[src/hdl/als_pkg.sv]
`default_nettype none
package als_pkg;

  // Coordinate bits taken from each end point field.
  localparam int COORD_BITS = 12;
  // Width of the end point fields on the input channel.
  localparam int IN_W       = 12;
  // Width of the signed pixel coordinates on the result channel.
  localparam int OUT_W      = 14;
  localparam int COVER_W    = 8;
  // Slope is 1.16 fixed point and never exceeds 1.0, so 17 bits hold it.
  localparam int SLOPE_W    = 17;
  localparam int ERR_W      = 20;
  localparam int REM_W      = COORD_BITS + 1;
  localparam int CNT_W      = $clog2(SLOPE_W);

  localparam logic [ERR_W-1:0]   ONE_FIX  = 20'h10000;
  localparam logic [ERR_W-1:0]   HALF_FIX = 20'h08000;
  localparam logic [COVER_W-1:0] ALPHA_HALF = 8'h7F;
  localparam logic [COVER_W-1:0] COVER_FULL = 8'hFF;

  typedef enum logic {
    OP_LOAD = 1'b0,
    OP_STEP = 1'b1
  } op_t;

endpackage
`default_nettype wire

[src/hdl/als_ifs.sv]
`default_nettype none
// Input channel: one load or step item per handshake.
interface als_in_if;
  logic                       valid;
  logic                       ready;
  logic                       op;
  logic [als_pkg::IN_W-1:0]   start_x;
  logic [als_pkg::IN_W-1:0]   start_y;
  logic [als_pkg::IN_W-1:0]   end_x;
  logic [als_pkg::IN_W-1:0]   end_y;

  modport source (output valid, op, start_x, start_y, end_x, end_y, input ready);
  modport sink   (input valid, op, start_x, start_y, end_x, end_y, output ready);
endinterface

// Result channel: one pixel pair per handshake.
interface als_out_if;
  logic                               valid;
  logic                               ready;
  logic signed [als_pkg::OUT_W-1:0]   main_x;
  logic signed [als_pkg::OUT_W-1:0]   main_y;
  logic        [als_pkg::COVER_W-1:0] main_cover;
  logic signed [als_pkg::OUT_W-1:0]   side_x;
  logic signed [als_pkg::OUT_W-1:0]   side_y;
  logic        [als_pkg::COVER_W-1:0] side_cover;
  logic                               side_valid;
  logic                               last;

  modport source (output valid, main_x, main_y, main_cover, side_x, side_y, side_cover,
                  side_valid, last, input ready);
  modport sink   (input valid, main_x, main_y, main_cover, side_x, side_y, side_cover,
                  side_valid, last, output ready);
endinterface
`default_nettype wire

[src/hdl/antialiased_line_stepper.sv]
`default_nettype none
// Antialiased line stepper. A load item (op = 0) latches a line from its start to
// its end point and produces no result; a step item (op = 1) produces one pixel
// pair: the pixel on the line with coverage 255 xor alpha and its neighbor one
// minor-axis unit over with coverage alpha, the final pair flagged by last.
// Steps with no line loaded are dropped without a result. A step item is accepted
// whenever the divider is idle and the result register is empty or is being
// emptied in the same cycle, so steps stream at one pixel pair per clock while
// the receiver takes them. A load of an axis-aligned line (or a single point)
// skips the divide and its pairs have no neighbor. Any other load runs a restoring
// divider for the 1.16 slope that shares one compare-and-subtract unit over 17
// iterations, one quotient bit per cycle, with in_line.ready low until done. A
// load discards any line still in progress. Reset is synchronous and active low.
module antialiased_line_stepper (
  input  wire logic   clk,
  input  wire logic   rst_n,
  als_in_if.sink      in_line,
  als_out_if.source   out_pix
);

  localparam int CB  = als_pkg::COORD_BITS;
  localparam int OW  = als_pkg::OUT_W;
  localparam int CW  = als_pkg::COVER_W;
  localparam int SW  = als_pkg::SLOPE_W;
  localparam int EW  = als_pkg::ERR_W;
  localparam int RW  = als_pkg::REM_W;
  localparam int NW  = als_pkg::CNT_W;

  typedef enum logic {
    ST_IDLE,
    ST_DIV
  } state_t;

  // Control state.
  state_t          state_r, state_nxt;
  logic            line_active_r, line_active_nxt;
  logic            out_valid_r, out_valid_nxt;

  // Line state.
  logic [OW-1:0]   cur_x_r, cur_x_nxt;
  logic [OW-1:0]   cur_y_r, cur_y_nxt;
  logic [CB-1:0]   stop_major_r, stop_major_nxt;
  logic            x_neg_r, x_neg_nxt;
  logic            y_neg_r, y_neg_nxt;
  logic            y_major_r, y_major_nxt;
  logic            aligned_r, aligned_nxt;
  logic [SW-1:0]   slope_r, slope_nxt;
  logic [EW-1:0]   err_r, err_nxt;
  logic [CW-1:0]   alpha_r, alpha_nxt;

  // Divider state.
  logic [CB-1:0]   den_r, den_nxt;
  logic [RW-1:0]   rem_r, rem_nxt;
  logic [SW-1:0]   quo_r, quo_nxt;
  logic [NW-1:0]   cnt_r, cnt_nxt;

  // Result register.
  logic [OW-1:0]   main_x_r, main_x_nxt;
  logic [OW-1:0]   main_y_r, main_y_nxt;
  logic [CW-1:0]   main_cover_r, main_cover_nxt;
  logic [OW-1:0]   side_x_r, side_x_nxt;
  logic [OW-1:0]   side_y_r, side_y_nxt;
  logic [CW-1:0]   side_cover_r, side_cover_nxt;
  logic            side_valid_r, side_valid_nxt;
  logic            last_r, last_nxt;

  logic            in_ready;
  logic            in_fire;

  // Load decode.
  logic [CB-1:0]   x1, y1, x2, y2;
  logic [CB:0]     dx, dy;
  logic [CB-1:0]   adx, ady;
  logic            ld_y_major;
  logic [CB-1:0]   ld_maj, ld_mnr;

  // Step datapath.
  logic [OW-1:0]   step_x, step_y;
  logic [OW-1:0]   major_pos;
  logic            fin;
  logic [EW-1:0]   slope_ext;

  // Shared compare-and-subtract unit of the divider.
  logic            div_ge;
  logic [RW-1:0]   div_diff;
  logic [RW-1:0]   div_sel;
  logic [SW-1:0]   div_quo;
  logic [EW-1:0]   div_err;

  assign in_ready       = (state_r == ST_IDLE) && (!out_valid_r || out_pix.ready);
  assign in_fire        = in_line.valid && in_ready;
  assign in_line.ready  = in_ready;

  assign x1 = in_line.start_x[CB-1:0];
  assign y1 = in_line.start_y[CB-1:0];
  assign x2 = in_line.end_x[CB-1:0];
  assign y2 = in_line.end_y[CB-1:0];
  assign dx = {1'b0, x2} - {1'b0, x1};
  assign dy = {1'b0, y2} - {1'b0, y1};
  // The magnitude of a difference of two CB-bit values always fits in CB bits.
  assign adx = dx[CB] ? CB'(-dx) : dx[CB-1:0];
  assign ady = dy[CB] ? CB'(-dy) : dy[CB-1:0];
  assign ld_y_major = adx < ady;
  assign ld_maj     = ld_y_major ? ady : adx;
  assign ld_mnr     = ld_y_major ? adx : ady;

  assign step_x    = x_neg_r ? {OW{1'b1}} : {{(OW-1){1'b0}}, 1'b1};
  assign step_y    = y_neg_r ? {OW{1'b1}} : {{(OW-1){1'b0}}, 1'b1};
  assign major_pos = y_major_r ? cur_y_r : cur_x_r;
  assign fin       = major_pos == {{(OW-CB){1'b0}}, stop_major_r};
  assign slope_ext = {{(EW-SW){1'b0}}, slope_r};

  // The partial remainder is always below the divisor after the subtract, so
  // doubling it never overflows RW bits.
  assign div_ge   = rem_r >= {1'b0, den_r};
  assign div_diff = rem_r - {1'b0, den_r};
  assign div_sel  = div_ge ? div_diff : rem_r;
  assign div_quo  = {quo_r[SW-2:0], div_ge};
  assign div_err  = {{(EW-SW){1'b0}}, div_quo} - als_pkg::HALF_FIX;

  always_comb begin
    state_nxt       = state_r;
    line_active_nxt = line_active_r;
    out_valid_nxt   = out_valid_r && !out_pix.ready;
    cur_x_nxt       = cur_x_r;
    cur_y_nxt       = cur_y_r;
    stop_major_nxt  = stop_major_r;
    x_neg_nxt       = x_neg_r;
    y_neg_nxt       = y_neg_r;
    y_major_nxt     = y_major_r;
    aligned_nxt     = aligned_r;
    slope_nxt       = slope_r;
    err_nxt         = err_r;
    alpha_nxt       = alpha_r;
    den_nxt         = den_r;
    rem_nxt         = rem_r;
    quo_nxt         = quo_r;
    cnt_nxt         = cnt_r;
    main_x_nxt      = main_x_r;
    main_y_nxt      = main_y_r;
    main_cover_nxt  = main_cover_r;
    side_x_nxt      = side_x_r;
    side_y_nxt      = side_y_r;
    side_cover_nxt  = side_cover_r;
    side_valid_nxt  = side_valid_r;
    last_nxt        = last_r;

    unique case (state_r)
      ST_IDLE: begin
        if (in_fire && (in_line.op == als_pkg::OP_LOAD)) begin
          x_neg_nxt       = dx[CB];
          y_neg_nxt       = dy[CB];
          y_major_nxt     = ld_y_major;
          cur_x_nxt       = {{(OW-CB){1'b0}}, x1};
          cur_y_nxt       = {{(OW-CB){1'b0}}, y1};
          stop_major_nxt  = ld_y_major ? y2 : x2;
          aligned_nxt     = (ld_mnr == '0);
          line_active_nxt = 1'b1;
          slope_nxt       = '0;
          err_nxt         = '0;
          alpha_nxt       = '0;
          den_nxt         = ld_maj;
          rem_nxt         = {1'b0, ld_mnr};
          quo_nxt         = '0;
          cnt_nxt         = '0;
          if (ld_mnr != '0) begin
            state_nxt = ST_DIV;
          end
        end else if (in_fire && line_active_r) begin
          out_valid_nxt  = 1'b1;
          main_x_nxt     = cur_x_r;
          main_y_nxt     = cur_y_r;
          main_cover_nxt = als_pkg::COVER_FULL ^ alpha_r;
          last_nxt       = fin;
          if (aligned_r) begin
            side_x_nxt     = '0;
            side_y_nxt     = '0;
            side_cover_nxt = '0;
            side_valid_nxt = 1'b0;
          end else begin
            side_x_nxt     = y_major_r ? cur_x_r + step_x : cur_x_r;
            side_y_nxt     = y_major_r ? cur_y_r : cur_y_r + step_y;
            side_cover_nxt = alpha_r;
            side_valid_nxt = 1'b1;
          end
          if (fin) begin
            line_active_nxt = 1'b0;
          end else begin
            if (!aligned_r) begin
              if (!err_r[EW-1]) begin
                // Error crossed the half pixel: move one unit along the minor axis.
                alpha_nxt = '0;
                err_nxt   = err_r + slope_ext - als_pkg::ONE_FIX;
                if (y_major_r) begin
                  cur_x_nxt = cur_x_r + step_x;
                end else begin
                  cur_y_nxt = cur_y_r + step_y;
                end
              end else begin
                alpha_nxt = err_r[15:8];
                err_nxt   = err_r + slope_ext;
              end
            end
            if (y_major_r) begin
              cur_y_nxt = (y_major_r ? cur_y_r : cur_y_nxt) + step_y;
            end else begin
              cur_x_nxt = cur_x_r + step_x;
            end
          end
        end
      end
      ST_DIV: begin
        rem_nxt = {div_sel[RW-2:0], 1'b0};
        quo_nxt = div_quo;
        cnt_nxt = cnt_r + 1'b1;
        if (cnt_r == NW'(SW - 1)) begin
          slope_nxt = div_quo;
          err_nxt   = div_err;
          alpha_nxt = div_err[EW-1] ? als_pkg::ALPHA_HALF : '0;
          state_nxt = ST_IDLE;
        end
      end
      default: begin
        state_nxt = ST_IDLE;
      end
    endcase
  end

  always_ff @(posedge clk) begin
    if (!rst_n) begin
      state_r       <= ST_IDLE;
      line_active_r <= 1'b0;
      out_valid_r   <= 1'b0;
      cnt_r         <= '0;
    end else begin
      state_r       <= state_nxt;
      line_active_r <= line_active_nxt;
      out_valid_r   <= out_valid_nxt;
      cnt_r         <= cnt_nxt;
    end
    cur_x_r      <= cur_x_nxt;
    cur_y_r      <= cur_y_nxt;
    stop_major_r <= stop_major_nxt;
    x_neg_r      <= x_neg_nxt;
    y_neg_r      <= y_neg_nxt;
    y_major_r    <= y_major_nxt;
    aligned_r    <= aligned_nxt;
    slope_r      <= slope_nxt;
    err_r        <= err_nxt;
    alpha_r      <= alpha_nxt;
    den_r        <= den_nxt;
    rem_r        <= rem_nxt;
    quo_r        <= quo_nxt;
    main_x_r     <= main_x_nxt;
    main_y_r     <= main_y_nxt;
    main_cover_r <= main_cover_nxt;
    side_x_r     <= side_x_nxt;
    side_y_r     <= side_y_nxt;
    side_cover_r <= side_cover_nxt;
    side_valid_r <= side_valid_nxt;
    last_r       <= last_nxt;
  end

  assign out_pix.valid      = out_valid_r;
  assign out_pix.main_x     = main_x_r;
  assign out_pix.main_y     = main_y_r;
  assign out_pix.main_cover = main_cover_r;
  assign out_pix.side_x     = side_x_r;
  assign out_pix.side_y     = side_y_r;
  assign out_pix.side_cover = side_cover_r;
  assign out_pix.side_valid = side_valid_r;
  assign out_pix.last       = last_r;

endmodule
`default_nettype wire

[src/flat_wrapper.sv]
// flat-port wrapper written by rule: the top's interface ports become plain ports
module antialiased_line_stepper_flat 
  (clk, rst_n, in_line_valid, in_line_op, in_line_start_x, in_line_start_y, in_line_end_x, in_line_end_y, in_line_ready, out_pix_valid, out_pix_main_x, out_pix_main_y, out_pix_main_cover, out_pix_side_x, out_pix_side_y, out_pix_side_cover, out_pix_side_valid, out_pix_last, out_pix_ready);
  als_in_if in_line_i ();
  als_out_if out_pix_i ();
  input  wire logic clk;
  input  wire logic rst_n;
  input wire logic [$bits(in_line_i.valid)-1:0] in_line_valid;
  input wire logic [$bits(in_line_i.op)-1:0] in_line_op;
  input wire logic [$bits(in_line_i.start_x)-1:0] in_line_start_x;
  input wire logic [$bits(in_line_i.start_y)-1:0] in_line_start_y;
  input wire logic [$bits(in_line_i.end_x)-1:0] in_line_end_x;
  input wire logic [$bits(in_line_i.end_y)-1:0] in_line_end_y;
  output wire logic [$bits(in_line_i.ready)-1:0] in_line_ready;
  output wire logic [$bits(out_pix_i.valid)-1:0] out_pix_valid;
  output wire logic [$bits(out_pix_i.main_x)-1:0] out_pix_main_x;
  output wire logic [$bits(out_pix_i.main_y)-1:0] out_pix_main_y;
  output wire logic [$bits(out_pix_i.main_cover)-1:0] out_pix_main_cover;
  output wire logic [$bits(out_pix_i.side_x)-1:0] out_pix_side_x;
  output wire logic [$bits(out_pix_i.side_y)-1:0] out_pix_side_y;
  output wire logic [$bits(out_pix_i.side_cover)-1:0] out_pix_side_cover;
  output wire logic [$bits(out_pix_i.side_valid)-1:0] out_pix_side_valid;
  output wire logic [$bits(out_pix_i.last)-1:0] out_pix_last;
  input wire logic [$bits(out_pix_i.ready)-1:0] out_pix_ready;
  assign in_line_i.valid = in_line_valid;
  assign in_line_i.op = in_line_op;
  assign in_line_i.start_x = in_line_start_x;
  assign in_line_i.start_y = in_line_start_y;
  assign in_line_i.end_x = in_line_end_x;
  assign in_line_i.end_y = in_line_end_y;
  assign in_line_ready = in_line_i.ready;
  assign out_pix_valid = out_pix_i.valid;
  assign out_pix_main_x = out_pix_i.main_x;
  assign out_pix_main_y = out_pix_i.main_y;
  assign out_pix_main_cover = out_pix_i.main_cover;
  assign out_pix_side_x = out_pix_i.side_x;
  assign out_pix_side_y = out_pix_i.side_y;
  assign out_pix_side_cover = out_pix_i.side_cover;
  assign out_pix_side_valid = out_pix_i.side_valid;
  assign out_pix_last = out_pix_i.last;
  assign out_pix_i.ready = out_pix_ready;
  antialiased_line_stepper u_core (.clk(clk), .rst_n(rst_n), .in_line(in_line_i), .out_pix(out_pix_i));
endmodule
[config.mk]
export PLATFORM = sky130hd
export DESIGN_NAME = antialiased_line_stepper_flat
export DESIGN_NICKNAME = d
export VERILOG_FILES = /design/src/hdl/als_pkg.sv /design/src/hdl/als_ifs.sv /design/src/hdl/antialiased_line_stepper.sv /design/src/flat_wrapper.sv
export SDC_FILE = /design/constraint.sdc
export NUM_CORES = 1
export LEC_CHECK = 0
export ABC_AREA = 1
export BUFFER_PORTS_ARGS = -buffer_cell sky130_fd_sc_hd__buf_2
export CORE_MARGIN = 2
export CORE_UTILIZATION = 35
export CTS_BUF_LIST = sky130_fd_sc_hd__clkbuf_8
export DETAILED_ROUTE_END_ITERATION = 7
export PLACE_DENSITY_LB_ADDON = 0.1
export REMOVE_ABC_BUFFERS = 1
export SYNTH_ARGS = -nofsm -noshare
export SYNTH_HDL_FRONTEND = slang
export SYNTH_SLANG_ARGS = --single-unit
[constraint.sdc]
create_clock -name clk -period 10.2 [get_ports clk]
set_input_delay 0.51 -clock clk [delete_from_list [all_inputs] [get_ports clk]]
set_output_delay 0.51 -clock clk [all_outputs]
set_load 0.02 [all_outputs]
Yosys cells after proc, flatten, opt, wreduce, memory -nomap -nowiden:

Index checks and enable logic that the tools add are counted.

* register bits after elaboration: 212
* input bits: 53
* output and inout bits: 76
* word-level logic and storage cells: 136

* add/subtract/negate cells: 12
* muxes and demuxes: 62
* reductions and logical operators: 19
* $lt $le $gt $ge: 2
* bitwise logic cells: 4
* equality and inequality tests: 10

Operator list (number)
* $mux W14: 20
* $mux W20: 6
* $mux W12: 8
* $mux W8: 6
* $add A14 B14 Y14: 3
* $pmux W20 S2: 1
* $mux W17: 2
* $pmux W17 S2: 1
* $pmux W16 S2: 1
* $pmux W13 S2: 1
* $sub A12 B12 Y13: 2
* $neg A12 Y12: 2
* $add A20 B17 Y20: 1
* $sub A20 B17 Y20 const B: 1
* $sub A17 B16 Y18 const B: 1
* $pmux W8 S2: 1
* $ne A3 B3 Y1 const B: 5
* $eq A14 B12 Y1: 1
* $ge A13 B12 Y1: 1
* $mux W13: 1
* $logic_not A12 Y1: 1
* $lt A12 B12 Y1: 1
* $reduce_bool A12 Y1: 1
* $sub A12 B12 Y12: 1
* 18 further kinds: 40

Depth between registers and ports, before layout:

Gate-level depths: netlist of the first run.

* depth in word-level cells: 14
* depth in mapped cells: 32
* gate-level depth less buffers: 31

Least setup slack after synthesis of the first run:

No wires, ideal clock.

* path kind: in2reg
* start point: input port out_pix_ready
* end point: register u_core.line_active_r
* stages on the path: 10
* data required time: 10.081 ns
* slack: 4.313 ns
* arrival: 5.767 ns
* path buffers: 0
* setup time: 0.119 ns
* path through: inv_1 a21oi_1 nand2_1 nor2_1 nor2_1 clkinv_1 nor2_1 inv_1 o221ai_1 inv_1

* word-level cells in the longest chain between the ends: 6
* elaborated cells on any way between the ends: 9
* those cells by class: 1 x mux; 8 x reduce/logical

RTL lines
* start, declared: RTL line flat_wrapper.sv:24 `input wire logic [$bits(out_pix_i.ready)-1:0] out_pix_ready;`
* $logic_or A1 B1 Y1 (*): RTL line antialiased_line_stepper.sv:90 `assign in_ready = (state_r == ST_IDLE) && (!out_valid_r || out_pix.ready);`
* $logic_and A1 B1 Y1 (*): RTL line antialiased_line_stepper.sv:90
* named net in_line_ready: RTL line flat_wrapper.sv:14 `output wire logic [$bits(in_line_i.ready)-1:0] in_line_ready;`
* $logic_and A1 B1 Y1 (*): RTL line antialiased_line_stepper.sv:91 `assign in_fire = in_line.valid && in_ready;`
* $logic_and A1 B1 Y1, on equally long branches: RTL line antialiased_line_stepper.sv:150, antialiased_line_stepper.sv:169
* $reduce_bool A2 Y1 (no source line)
* $reduce_and A3 Y1 (no source line)
* end signal, assigned: RTL line antialiased_line_stepper.sv:237 `line_active_r <= line_active_nxt;`
* end, declared: RTL line antialiased_line_stepper.sv:36 `logic line_active_r, line_active_nxt;`

Mark *: on every way through the listed nets, which the timed path passes. The rest lies on a longest branch.
A chain may end at the register's enable or synchronous reset.

Worst setup path in the final report of the first run:

* start point: input port in_line_end_y[0]
* end point: register u_core.state_r

* word-level cells in the longest chain between the ends: 9

RTL lines
* start, declared: RTL line flat_wrapper.sv:13 `input wire logic [$bits(in_line_i.end_y)-1:0] in_line_end_y;`
* $sub A12 B12 Y13 (*): RTL line antialiased_line_stepper.sv:99 `assign dy = {1'b0, y2} - {1'b0, y1};`
* $neg A12 Y12: RTL line antialiased_line_stepper.sv:102 `assign ady = dy[CB] ? CB'(-dy) : dy[CB-1:0];`
* $mux W12 (*): RTL line antialiased_line_stepper.sv:102
* $lt A12 B12 Y1: RTL line antialiased_line_stepper.sv:103 `assign ld_y_major = adx < ady;`
* $mux W12 (*): RTL line antialiased_line_stepper.sv:105 `assign ld_mnr = ld_y_major ? adx : ady;`
* $reduce_bool A12 Y1 (*): RTL line antialiased_line_stepper.sv:166 `if (ld_mnr != '0) begin`
* $mux W1 (*): RTL line antialiased_line_stepper.sv:166
* $mux W1 (*): RTL line antialiased_line_stepper.sv:150 `if (in_fire && (in_line.op == als_pkg::OP_LOAD)) begin`
* $pmux W1 S2 (*): RTL line antialiased_line_stepper.sv:148 `unique case (state_r)`
* end signal, assigned: RTL line antialiased_line_stepper.sv:236 `state_r <= state_nxt;`
* end, declared: RTL line antialiased_line_stepper.sv:35 `state_t state_r, state_nxt;`

Every way passes the cells marked *; elsewhere a longest branch is shown, timed or not.

==> results.cfg, run 1 <==
[synthesis]
ys_types = 56
synthesis.area_um2 = 14300
async_flop_share_pct = 0
ys_top_cells_by_area = edfxtp_1 (43%), nand2_1 (12%), ha_1 (9.3%)
synth_top_cell_area_share_pct = 42.8
synth-edff-count = 204
ys_ff_latch = 212
ys_warn_count = 0
syn_avg_cell_area_um2 = 8.32
synthFlopType = edfxtp_1
synth_cells = 1720
yosysSeqAreaShare_pct = 43.9
synth_largest_area_cell = edfxtp_1

[layout]
final_util_pct = 40.2
nets = 2030
nFillCells = 4198
area_growth_pct = 13.8
layout_commonest_cell = nand2_1
final_cell_mix = nand2_1 (476), inv_1 (211), edfxtp_1 (204)
stdcell_area_um2 = 16300
drive_gt1_share_pct = 13.3

[cts]
ctsLongestPathBuffers = 3
cts_root_buffer = clkbuf_8
cts_resized = 0
clk_latency_ns = 0.60
clock_sinks = 212
clkTransAtPathRegs_ns = 0.06
cts_tree = yes
htreeDepth = 2
cts_buffers = 40
hold_buffers = 0
postCtsSetupRepairBufs = 0

[sta]
fmax_mhz = 227
finalMaxSlewViolations = 0
fin_crit_ns = 4.41
max_slew_margin_pct = 32.7
setup_violations = 0
setup_tns_ns = 0
final.period_utilization_pct = 43.2
final-hold-violation-count = 0
finClkSkew_ns = 0.0255
rsz0062_at_grt = no
worst_slew_pin_slew_ns = 1.01

[detailed_routing]
num_vias = 12000
ant_nets = 0
met2_length_um = 18700
first_pass_iters = 4
wl_um = 40400
wl_met1_um = 18700
wl_met3_um = 1800
drc_errors = 0
dr.max_layer_used = met4
drtIter0Drc = 754
routed_via_density = 4.94
wl_per_cell_um = 16.7

[critical_path]
regToRegEndpoint = u_core.cur_y_r[11]
cp_max_fo = 40
worstSetupStartpointType = primary input
endpoint_kind = flip-flop
regToRegSetupSlack_ns = 6.04
arrival_ns = 4.87
timing.critical_path.to = u_core.state_r
rr_worst_depth = 19
critPathLaunch = in_line_end_y[0]
worstPathRequired_ns = 10.66
r2r_start = u_core.y_neg_r
critPathKind = in2reg

[floorplan]
core_area_um2 = 40600
die_area_um2 = 42500
die_h_um = 206
pin_count = 129
die_w_um = 206
num_rows = 74
initial_core_util_pct = 35.3

[pwr]
ir_drop_uv = 113
power_per_cell_area_nw_per_um2 = 194
p_leak_nw = 7.50

[global_route]
grt_max_degree = 64
antenna_found_initial = 1
grt_pass1_wl_um = 63100
grt_pass1_vias = 11700
grt_overflow = 0
grt_util_all_layers_pct = 19.3

[place]
dp_hpwl_um = 30100
io_buffers = 128
placed_cell_area_um2 = 15500
gp_congestion = 0.848

[status]
outcome = finished clean

[run]
maxCapViolCount = 0

[worst_hold_path]
min_path_type = in2reg
==> critical path, cell delays in order <==
cell and delay [ns]:
buf_2 0.09, inv_1 0.04, ha_1 0.23, fa_1 0.55
ha_1 0.18, inv_1 0.05, nor2_2 0.12, nand3_1 0.13
nor2_1 0.14, nand4_1 0.13, nand2_1 0.12, nand3b_1 0.12
nand2_1 0.09, inv_1 0.05, ha_1 0.29, nand4_1 0.11
nor3_1 0.20, a21oi_2 0.09, inv_1 0.74, o21ai_0 0.26
nor2_1 0.16, nand3_1 0.08, nor2_1 0.12, nand3_1 0.11
nand2_1 0.09, a21oi_2 0.06
==> state kept, by name, indices dropped and copies added, names as in the netlist, 5 cells and up <==
name / cells
u_core.alpha_r: 8
u_core.out_pix.main_x: 14
u_core.rem_r: 13
u_core.out_pix.main_y: 14
u_core.cur_x_r: 14
u_core.den_r: 12
u_core.cur_y_r: 14
u_core.slope_r: 17
u_core.quo_r: 16
u_core.out_pix.main_cover: 8
u_core.out_pix.side_cover: 8
u_core.cnt_r: 5
u_core.err_r: 20
u_core.out_pix.side_y: 14
u_core.out_pix.side_x: 14
u_core.stop_major_r: 12
==> metrics by stage <==
step                cells  power, mW  setup slack, ns  hold slack, ns
global placement     2354       2.37             5.34           0.480
global route         2424       3.41             5.28           0.202
floorplan            1678       2.04             2.61           0.455
detailed placement   2354       2.37             5.20           0.489
CTS                  2423       3.20             5.82           0.148
finish               2424       3.16             5.79           0.194
==> layer usage <==
layer / GRT usage (%) / vias to the layer above
li1: - / 6130
met1: 25.1 / 5548
met2: 32.4 / 237
met3: 2.98 / 69
met4: 7.17 / 0
met5: 0 / -
==> how the worst min path moves through the flow <==
stage / start / to / slack, ns / depth (start not counted)
after floorplan: u_core.cur_x_r[10] / u_core.out_pix.main_x[10] / 0.45 / 0
after global placement: u_core.cur_x_r[2] / u_core.out_pix.main_x[2] / 0.48 / 0
after detailed placement: u_core.cur_x_r[4] / u_core.out_pix.main_x[4] / 0.49 / 0
after CTS: out_pix_ready / u_core.out_pix.valid / 0.15 / 4
after global routing: out_pix_ready / u_core.out_pix.valid / 0.20 / 4
final: out_pix_ready / u_core.out_pix.valid / 0.19 / 4
==> report_power, final <==
group	leakage (nW)	internal, mW	switching (mW)	total [mW]
sequential	1.98	1.10	0.0460	1.15
clock	0.406	0.408	0.390	0.798
combinational	5.12	0.415	0.798	1.21
total	7.50	1.93	1.23	3.16
==> area by class of cell <==
cell class / instances / area, um^2 / area share [%]
Tap cell: 532 / 666 / 4.09
Sequential cell: 212 / 6290 / 38.6
Timing Repair Buffer: 144 / 761 / 4.67
Clock inverter: 27 / 156 / 0.960
Antenna cell: 1 / 2.50 / 0.0154
Inverter: 211 / 792 / 4.86
Clock buffer: 42 / 578 / 3.55
Multi-Input combinational cell: 1255 / 7040 / 43.3
==> synth_stat cells, types with 17 or more instances <==
master    count
a31oi_1      17
nor2_1      112
inv_1       203
a21oi_1     142
xnor2_1      26
o21ai_0      99
xor2_1       35
ha_1        106
edfxtp_1    204
clkbuf_1     22
nand3_1      82
nand2_1     476
==> cells by family (layout without fill, tap and decap cells) <==
kind of cell               after synthesis  count (layout)  synth area share, %
and+or+nand+nor                        745             745                 21.8
AOI/OAI and AO/OA                      335             335                 13.2
buffers and inverters                  253             424                 6.94
DFF                                    212             212                 43.9
adders and majority gates              113             113                 10.3
xor gates and xnor gates                62              62                 3.85
other                                    0               1                    0
Note: power is estimated with default switching activity, not from simulation.
==> inputs of run 2 (changes only) <==
Settings changed: ABC_AREA 1 to 0.
Clock period 10.2 ns to 4.2 ns, I/O delays scaled along.
==> results.cfg, run 2 <==
[status]
outcome = finished clean

[layout]
stdcell_area_um2 = 18700
drive_gt1_share_pct = 28.6
diodes = 0
largest_register_ffs = 20
final_cell_mix = buf_4 (206), edfxtp_1 (204), inv_1 (128)
top_register = u_core.err_r
layout_commonest_cell = buf_4
area_growth_pct = 30.0
final_util_pct = 46.0
reg.largest.list = u_core.err_r: 20 flops, u_core.slope_r: 17 flops, u_core.quo_r: 16 flops
nets = 1958

[synthesis]
synth_largest_area_cell = edfxtp_1
synth_xor_area_share_pct = 6.53
yosys.area_share.adder_pct = 10.2
ys_types = 88
synth_cells = 1434
yosys.area_share.simple_pct = 15.6
syn_avg_cell_area_um2 = 10.0
synth_top_cell_area_share_pct = 42.6
synth_top_family_by_area = compound AO/OA/AOI/OAI gates
ys_ff_latch = 212
synth-edff-count = 204
ys_warn_count = 0
yosysMostFrequentCell = edfxtp_1
synthesis.area_um2 = 14400
synth_compound_area_share_pct = 16.0
yosysSeqAreaShare_pct = 43.8
ys_top_cells_by_area = edfxtp_1 (43%), ha_1 (9.2%), a21oi_1 (3.7%)
synthFlopType = edfxtp_1
async_flop_share_pct = 0
synthMuxAreaShare_pct = 3.56
synthTopCellsByCount = edfxtp_1 (204), inv_1 (114), nor2_1 (114)

[global_route]
grt_pass1_vias = 11600
antenna_found_initial = 0
grt_util_all_layers_pct = 19.5
grt_max_degree = 68
grt_pass1_wl_um = 63600
grt_overflow = 0

[critical_path]
arrival_ns = 4.50
crit_chain = fa_2 > a21o_1 > a21oi_2 > o21bai_1 > a21oi_1 > buf_4 > o21bai_4 > a211oi_2 > o21bai_1 > xor2_1 > mux2i_1 > a21oi_1 > ha_1 > nand3_1 > nand2_1 > a41oi_2 > a211o_1 > a221oi_2 > o41ai_2
critPathKind = reg2reg
cp_slowest_cell = edfxtp_1
cp_slowest_stage_delay_ns = 0.48
worstPathRequired_ns = 4.52
endpoint_kind = flip-flop
cp_max_fo = 4
worstSetupStartpointType = flip-flop

[sta]
rsz0062_at_grt = yes
finalMaxSlewViolations = 0
whs_ns = 0.0441
fmax_mhz = 239
final.period_utilization_pct = 99.4
setup_violations = 0
finClkSkew_ns = 0.0415
final-hold-violation-count = 0
max_slew_margin_pct = 46.8
worst_slew_pin_slew_ns = 0.796
fin_crit_ns = 4.18

[cts]
ctsLongestPathBuffers = 3
clkTransAtPathRegs_ns = 0.06
clock_sinks = 212
cts_tree = yes
clk_latency_ns = 0.60
cts_root_buffer = clkbuf_8
htreeDepth = 2
cts_buffers = 41

[detailed_routing]
first_pass_iters = 6
drc_errors = 0
ant_nets = 0
num_vias = 12100
routed_via_density = 5.13
wl_um = 41900
drtIter0Drc = 705
wl_per_cell_um = 17.8

[pwr]
p_seq_share_pct = 31.9
internal-power_mw = 5.61
ir_drop_uv = 200
p_leak_nw = 8.04
comb_power_share_pct = 46.3
pwr-share-clk_pct = 21.8
p_switching_mw = 3.18
switching_share_pct = 36.2
finalPower_mw = 8.79
power_per_cell_area_nw_per_um2 = 470

[floorplan]
die_area_um2 = 42700
die_h_um = 207
die_w_um = 207
pin_count = 129
initial_core_util_pct = 35.3
num_rows = 74
core_area_um2 = 40600

[place]
dp_hpwl_um = 31400
placed_cell_area_um2 = 17000
gp_congestion = 0.828
io_buffers = 128

[worst_hold_path]
min_path_type = in2reg

[run]
maxCapViolCount = 0
-- run 2: timing repair --
action,4_1_cts,5_1_grt
endpoints found under the hold margin,25,0
resized for setup,3,114
hold buffers,23,0
buffers inserted,1,16
pin swaps,1,47
setup endpoints to repair,3,33
-- run 2: power groups by stage --
stage               sequential (mW)  combinational (mW)  clock (mW)
finish                         2.80                4.07        1.92
detailed placement             2.84                3.76           0
global placement               2.84                3.73           0
CTS                            2.80                3.81        1.99
floorplan                      2.86                2.37           0
global route                   2.82                4.51        2.07
-- run 2: cell type report --
cell class / instances / area (um^2)
fillers: 3948 / 22000
multi-input cells: 1059 / 8020
flip-flops and latches: 212 / 6290
repair buffers: 362 / 2530
well taps: 532 / 666
clock buffers: 43 / 592
inverters: 116 / 438
clock inverters: 30 / 148
-- run 2: cells by family (layout without fill, tap and decap cells) --
kind of cell / count (synthesis) / count (layout)
adders and majority gates: 113 / 113
AOI/OAI and AO/OA: 351 / 351
DFF: 212 / 212
muxes: 49 / 49
and+or+nand+nor: 443 / 443
buffers and inverters: 163 / 551
xor gates and xnor gates: 103 / 103
-- run 2: per-stage QoR --
step	setup WS, ns	TNS, ns	std cells
3_3_place_gp	-0.485	-9.60	2242
4_1_cts	0.00319	0	2339
6_report	0.0241	0	2354
5_1_grt	-0.164	-0.269	2354
2_1_floorplan	-1.64	-82.59	1387
3_5_place_dp	-0.562	-11.83	2242
-- run 2: critical path: cells and delay by family, from the launching register on --
| kind | cells | cell delay, ns |
|---|---|---|
| compound gates | 12 | 1.90 |
| flops | 1 | 0.48 |
| fa+ha+maj | 2 | 0.76 |
| buf+inv | 1 | 0.16 |
| mux | 1 | 0.21 |
| xor+xnor | 1 | 0.18 |
| simple gates | 2 | 0.18 |
-- run 2: per-layer routing --
metal / wire length, um / up-vias / GRT usage [%]
li1: - / 5943 / -
met1: 20100 / 5789 / 27.7
met2: 18800 / 281 / 30.2
met3: 2150 / 56 / 3.39
met4: 844 / 0 / 5.79
met5: 0 / - / 0
-- run 2: path summary, 6_finish.rpt --
| kind | from | endpoint | slack [ns] | cells after the start |
|---|---|---|---|---|
| worst max-delay path | u_core.y_neg_r | u_core.cur_y_r[13] | 0.02 | 19 |
| worst min register to register | u_core.cur_x_r[3] | u_core.out_pix.main_x[3] | 0.50 | 0 |
| worst max register to register | u_core.y_neg_r | u_core.cur_y_r[13] | 0.02 | 19 |
| worst min-delay path | in_line_start_x[4] | u_core.cur_x_r[4] | 0.04 | 4 |
